**src/sv/mef_pkg.sv**
```systemverilog
// ----------------------------------------------------------------------------
// Envelope follower package
// Widths, constants, register codes and shared types of the envelope follower.
// ----------------------------------------------------------------------------
`default_nettype none

package mef_pkg;

  // Geometry of the block.
  localparam int MAX_CHANNELS  = 8;
  localparam int FRACTION_BITS = 16;
  localparam int FIFO_DEPTH    = 2;

  // Field widths.
  localparam int SAMPLE_W  = 16;
  localparam int CH_W      = 3;
  localparam int CNT_W     = 4;
  localparam int ALPHA_W   = 16;
  localparam int ENV_W     = 19;
  localparam int MAG_W     = SAMPLE_W;
  localparam int LEVEL_W   = ENV_W + FRACTION_BITS;
  localparam int CH_IDX_W  = $clog2(MAX_CHANNELS);
  localparam int CFG_IDX_W = 2;
  localparam int CFG_W     = ALPHA_W;

  // Reset values of the configuration registers.
  localparam logic [ALPHA_W-1:0] ALPHA_RST = ALPHA_W'(65388);
  localparam logic [CNT_W-1:0]   COUNT_RST = CNT_W'(2);

  // Configuration register indexes.
  typedef enum logic [CFG_IDX_W-1:0] {
    CFG_ATTACK  = 2'd0,
    CFG_RELEASE = 2'd1,
    CFG_COUNT   = 2'd2
  } mef_cfg_idx_e;

  // Configuration as seen by the datapath.
  typedef struct packed {
    logic [ALPHA_W-1:0] attack_alpha;
    logic [ALPHA_W-1:0] release_alpha;
    logic [CNT_W-1:0]   channel_count;
  } mef_cfg_t;

  // Classified work item passed from the front end to the level update.
  typedef struct packed {
    logic [MAG_W-1:0] mag;
    logic [CH_W-1:0]  ch;
    logic             last;
  } mef_item_t;

endpackage

`default_nettype wire

```
**src/sv/mef_fifo.sv**
```systemverilog
// ----------------------------------------------------------------------------
// Envelope follower item queue
// Short register queue between the front end and the level update.
// ----------------------------------------------------------------------------
`default_nettype none

module mef_fifo
  import mef_pkg::*;
(
  input  wire logic      clk_i,
  input  wire logic      rst_ni,
  input  wire logic      push_i,
  input  wire mef_item_t item_i,
  output logic           ready_o,
  output logic           valid_o,
  output mef_item_t      item_o,
  input  wire logic      pop_i
);

  localparam int PTR_W = (FIFO_DEPTH > 1) ? $clog2(FIFO_DEPTH) : 1;
  localparam int CNT_QW = $clog2(FIFO_DEPTH + 1);

  mef_item_t           mem_q [FIFO_DEPTH];
  logic [PTR_W-1:0]    wr_ptr_d, wr_ptr_q;
  logic [PTR_W-1:0]    rd_ptr_d, rd_ptr_q;
  logic [CNT_QW-1:0]   count_d, count_q;
  logic                do_push;
  logic                do_pop;

  // A full queue still takes a beat in the cycle it hands one on.
  assign valid_o = (count_q != '0);
  assign ready_o = (count_q != CNT_QW'(FIFO_DEPTH)) || pop_i;
  assign item_o  = mem_q[rd_ptr_q];
  assign do_push = push_i && ready_o;
  assign do_pop  = pop_i && valid_o;

  // Pointer and fill bookkeeping.
  always_comb begin
    wr_ptr_d = wr_ptr_q;
    rd_ptr_d = rd_ptr_q;
    count_d  = count_q;
    if (do_push) begin
      wr_ptr_d = (wr_ptr_q == PTR_W'(FIFO_DEPTH - 1)) ? '0 : wr_ptr_q + 1'b1;
    end
    if (do_pop) begin
      rd_ptr_d = (rd_ptr_q == PTR_W'(FIFO_DEPTH - 1)) ? '0 : rd_ptr_q + 1'b1;
    end
    if (do_push && !do_pop) begin
      count_d = count_q + 1'b1;
    end else if (do_pop && !do_push) begin
      count_d = count_q - 1'b1;
    end
  end

  always_ff @(posedge clk_i or negedge rst_ni) begin
    if (!rst_ni) begin
      wr_ptr_q <= '0;
      rd_ptr_q <= '0;
      count_q  <= '0;
    end else begin
      wr_ptr_q <= wr_ptr_d;
      rd_ptr_q <= rd_ptr_d;
      count_q  <= count_d;
    end
  end

  // Entry storage.
  always_ff @(posedge clk_i) begin
    if (do_push) begin
      mem_q[wr_ptr_q] <= item_i;
    end
  end

endmodule

`default_nettype wire

```
**config.mk**
```make
export PLATFORM = sky130hd
export DESIGN_NAME = mef_fifo
export DESIGN_NICKNAME = d
export VERILOG_FILES = /design/src/sv/mef_pkg.sv /design/src/sv/mef_fifo.sv
export SDC_FILE = /design/constraint.sdc
export NUM_CORES = 1
export LEC_CHECK = 0
export BUFFER_PORTS_ARGS = -buffer_cell sky130_fd_sc_hd__buf_4
export CORE_ASPECT_RATIO = 0.6
export CORE_MARGIN = 5
export CORE_UTILIZATION = 35
export DETAILED_ROUTE_END_ITERATION = 12
export GPL_TIMING_DRIVEN = 0
export PLACE_DENSITY = 0.55
export SLEW_MARGIN = 20
export SYNTH_ARGS = -nofsm -noshare
export SYNTH_HDL_FRONTEND = slang
export SYNTH_SLANG_ARGS = --single-unit
```
**constraint.sdc**
```tcl
create_clock -name clk_i -period 3.3 [get_ports clk_i]
set_clock_uncertainty 0.1 [all_clocks]
set_input_delay 0.66 -clock clk_i [delete_from_list [all_inputs] [get_ports clk_i]]
set_output_delay 0.66 -clock clk_i [all_outputs]
set_load 0.05 [all_outputs]
```
# After elaboration in Yosys (flattened, before gate mapping)
# Memories as Yosys holds them, arrays and structs flattened.
# Cells that the tools add are included.
classes:
  n_mux: 6
  addsub: 4
  n_eq_ne: 1
  reduce_logical: 9
op_table:
  columns: ["operator", "count"]
  rows:
  - ["logical AND 1 bit", 4]
  - ["two-way mux 1 bit", 4]
  - ["two-way mux 2 bit", 2]
  - ["nonzero test 2 bit", 2]
  - ["adder 1 bit (second input constant)", 2]
  - ["adder 2 x 1 -> 2 bit (second input constant)", 1]
  - ["logical NOT 1 bit", 2]
  - ["!= test 2 bit (second input constant)", 1]
  - ["subtractor 2 x 1 -> 2 bit (second input constant)", 1]
  - ["logical OR 1 bit", 1]
totals:
  reg_bits: 4
  inputBits: 24
  out_inout_bits: 22
  mem_count: 1
  mem_bits_rw: 40
  word_cells: 24
memory_table:
  columns: ["name", "words", "width", "read_ports", "rd_ports_with_merged_regs", "write_ports", "line", "source"]
  rows:
  - ["mem_q", 2, 20, 1, 0, 1, "mef_fifo.sv:23", "mef_item_t mem_q [FIFO_DEPTH];"]

# Depth between registers and ports, before layout
depth:
  ltp_word: 7
  ltp_mapped: 7

# Worst setup path after synthesis
# Ideal clock, no wire load.
synth_path:
  path_kind: "input-to-reg"
  start: "in pop_i"
  end: "mem mem_q[0][0] (netlist name), enable pin"
  setup_time_ns: 0.397
  t_arrival_ns: 1.836
  path_stages: 3
  slack_ns: 0.968
  path_cell_list: "or3b_4 nand2_4 nor2_1"
synth_between:
  elab_chain_cells: 4
synth_rtl:
  columns: ["item", "line", "source"]
  rows:
  - ["from (decl)", "mef_fifo.sv:17", "input wire logic pop_i"]
  - ["logical OR 1 bit", "mef_fifo.sv:32", "assign ready_o = (count_q != CNT_QW'(FIFO_DEPTH)) || pop_i;"]
  - ["logical AND 1 bit", "mef_fifo.sv:34", "assign do_push = push_i && ready_o;"]
  - ["two-way mux 1 bit", "mef_fifo.sv:69", "if (do_push) begin"]
  - ["two-way mux 1 bit (implied by the code)", "mef_fifo.sv:70", "mem_q[wr_ptr_q] <= item_i;"]
  - ["to (decl)", "mef_fifo.sv:23", null]
# Every way passes these cells.

==> summary.md <==
| Metric | Value |
|---|---|
| Post-route ant nets | 0 |
| CTS tree | yes |
| PortBufs | 45 |
| Crit path required time | approximately 2.5 ns |
| Synth Warn # | 0 |
| H-tree Lvls | 2 |
| Initial antenna violation count | 0 |
| Final Total Pwr | 0.00217 W |
| Cell row count | 19 |
| Initial Util | 0.360 |
| Switching pwr | 0.000851 W |
| Residual DRC | 0 |
| First-pass GRT wire length | roughly 4.5 mm |
| Sequential fraction of the synthesis area | 0.792 |
| Routed wire length | 2.78 mm |
| CP cell instances | buf_2 -> mux2_2 -> buf_4 |
| PwrDens | approximately 1000 nW/um2 |
| Antenna fix cells | 0 |
| Status | finished, final reports clean |
| Library cells used by synthesis | 14 |
| Clk pwr share | 0.177 |
| Worst Path Arrival | approximately 1.5 ns |
| Die width | 98.4 um |
| Final period utilization | 0.689 |
| # clock sinks | 44 |
| Cts repair resizes | 0 |
| Setup TNS | 0 ns |
| Slowest cell on the critical path | dfrtp_1 |
| Grt ovf | 0 |
| Critical path buffers and inverters | 2 |
| Post-route setup slack | ~1 ns |
| Crit end category | primary output |
| Gr usage total | 0.0943 |
| DIE AREA | approximately 6200 um2 |
| Max rail drop VDD | 0.000395 V |
| DP Worst Slack | 1.05 ns |
| Die height | 63.1 um |
| Share of post-route cells with drive strength above 1 | 0.582 |
| Wire length per cell | 14.1 um |
| CTS buffer count | 5 |
| Slew @ Worst Pin | 0.963 ns |
| Final Wtd Congestion | 0.768 |
| Register share of total power | 0.370 |
| Setup bufs post-CTS | 0 |
| Internal power | 0.00132 W |
| Final design utilization | 0.478 |
| CTS Buffer Depth | 2 |
| Max-slew headroom | 0.358 |
| Routed vias/inst | 4.36 |
| Max_cap viols | 0 |
| Cell area after synthesis | about 1600 um2 |
| Comb pwr share | 0.453 |
| Clk_lat worst skew | 0.28 ns |
| Io pins | 46 |
| Slowest stage delay, CP | approximately 0.39 ns |
| Clk pin slew, worst setup/hold paths | 0.07 ns |
| RSZ-0062 raised after global routing | no |
| Min-delay worst type | primary input to asynchronous set/reset pin |
| CP startpoint kind | register |
| Fillers | 405 |
| Drt pass-1 iters | 4 |
| Critical-path maximum fanout | 10 |
| Crit path kind | register to primary output |
| Cells after synthesis | 80 |
| Final nets | about 160 |
| Core region area | 4560 um2 |
| LEAKAGE | 0.836 nW |
| HPWL after detailed placement | 1.98 mm |
| P&R area growth vs syn | 32.9% |
| Hold Buf Count CTS | 0 |
| Syn Nets | between 100 and 150 |
| Final hold vios | 0 |
| Syn Area/Cell | 20.5 um2 |
| CTS root buf | clkbuf_8 |
| Sw Ratio | 0.392 |
| Endpoints failing setup | 0 |
| Pin count of the biggest net entering global routing | 21 |
| Number of global-route vias before repair | just under 1000 |
| Post-layout min period | 2.27 ns |
| Max-slew violation count | 0 |
| Vias | 859 |
| CP delay by family, top | buffers and inverters |
| Initial DRC Count | 25 |
| Synth Register Bits | 44 |
| Fmax | between 400 and 500 MHz |
| R2R setup slack | 1.36 ns |
-- per-stage QoR --
step	instance area [um2]	cells	hold slack, ns
floorplan	1640	80	0.264
global placement	2060	188	0.356
detailed placement	2080	189	0.358
CTS	2180	197	0.0473
global route	2180	197	0.0445
finish	2180	197	0.0603
-- path summary, 6_finish.rpt --
kind                            startpoint      endpoint  cells past startpoint
worst max-delay path              rd_ptr_q    item_o[11]                      3
worst min-delay path                rst_ni      wr_ptr_q                      1
worst max register to register  count_q[1]  mem_q[1][14]                      2
worst min register to register  count_q[1]    count_q[1]                      1
max in group asynchronous           rst_ni    count_q[1]                      1
min in group clk_i              count_q[1]    count_q[1]                      1
-- synthesized netlist by cell type --
master    number  area (um2)
or2_2          1        6.26
xor2_1         2        17.5
or3b_4         1        11.3
nand2_1        1        3.75
inv_1          1        3.75
edfxtp_1      40        1200
dfrtp_1        4         100
nand2_4        1        11.3
buf_2          2        10.0
and3_1         1        6.26
xnor2_1        3        26.3
nor2_1         2        7.51
mux2_2        20         225
ha_1           1        12.5
-- power groups by stage --
| stage | registers (W) | logic [W] | clock network (W) |
|---|---|---|---|
| after floorplan | 0.000803 | 0.000721 | 0 |
| after global placement | 0.000813 | 0.000977 | 0 |
| after detailed placement | 0.000818 | 0.00100 | 0 |
| after CTS | 0.000806 | 0.00100 | 0.000397 |
| after global routing | 0.000817 | 0.00104 | 0.000425 |
| final | 0.000804 | 0.000985 | 0.000384 |
-- final cells by class --
class	count	area, um2	share of cell area
inverters	1	3.75	0.00172
repair buffers	46	353	0.162
clock inverters	3	37.5	0.0172
plain buffers	2	10.0	0.00458
multi-input cells	33	330	0.151
flip-flops and latches	44	1300	0.596
well taps	63	78.8	0.0361
clock buffers	5	68.8	0.0315
-- registers in the layout, indices dropped and copies added, names as in the netlist --
name and cells:
count_q 2, rd_ptr_q 1, mem_q 40, wr_ptr_q 1
-- layer usage --
metal	vias to the layer above	global-route usage	wire length [um]	share of wire
met5	-	0	0	0
met4	0	0.0256	13	0.0047
met3	2	0.0441	182	0.066
met2	22	0.160	1370	0.49
met1	428	0.108	1220	0.44
li1	407	-	-	-
-- layout by cell type, fill, tap and decap left out --
cell	netlist	routed
nand2_1	1	1
nor2_1	2	1
or2_2	1	1
xnor2_1	3	3
nand2_4	1	1
inv_1	1	1
or3b_4	1	1
buf_2	2	2
and3_1	1	1
clkbuf_8	0	5
buf_4	0	45
xor2_1	2	2
buf_8	0	1
edfxtp_1	40	40
dfrtp_1	4	4
mux2_2	20	20
bufinv_16	0	1
nor2_2	0	1
ha_1	1	1
clkinv_1	0	2
-- kinds of logic (layout without fill, tap and decap cells) --
family / after synthesis / in the layout / share of synthesized area
flops: 44 / 44 / 0.792
xor+xnor: 5 / 5 / 0.0267
simple gates: 7 / 7 / 0.0282
mux: 20 / 20 / 0.137
buf+inv: 3 / 57 / 0.00838
fa+ha+maj: 1 / 1 / 0.00761
Power figures use the tool's default switching activity.
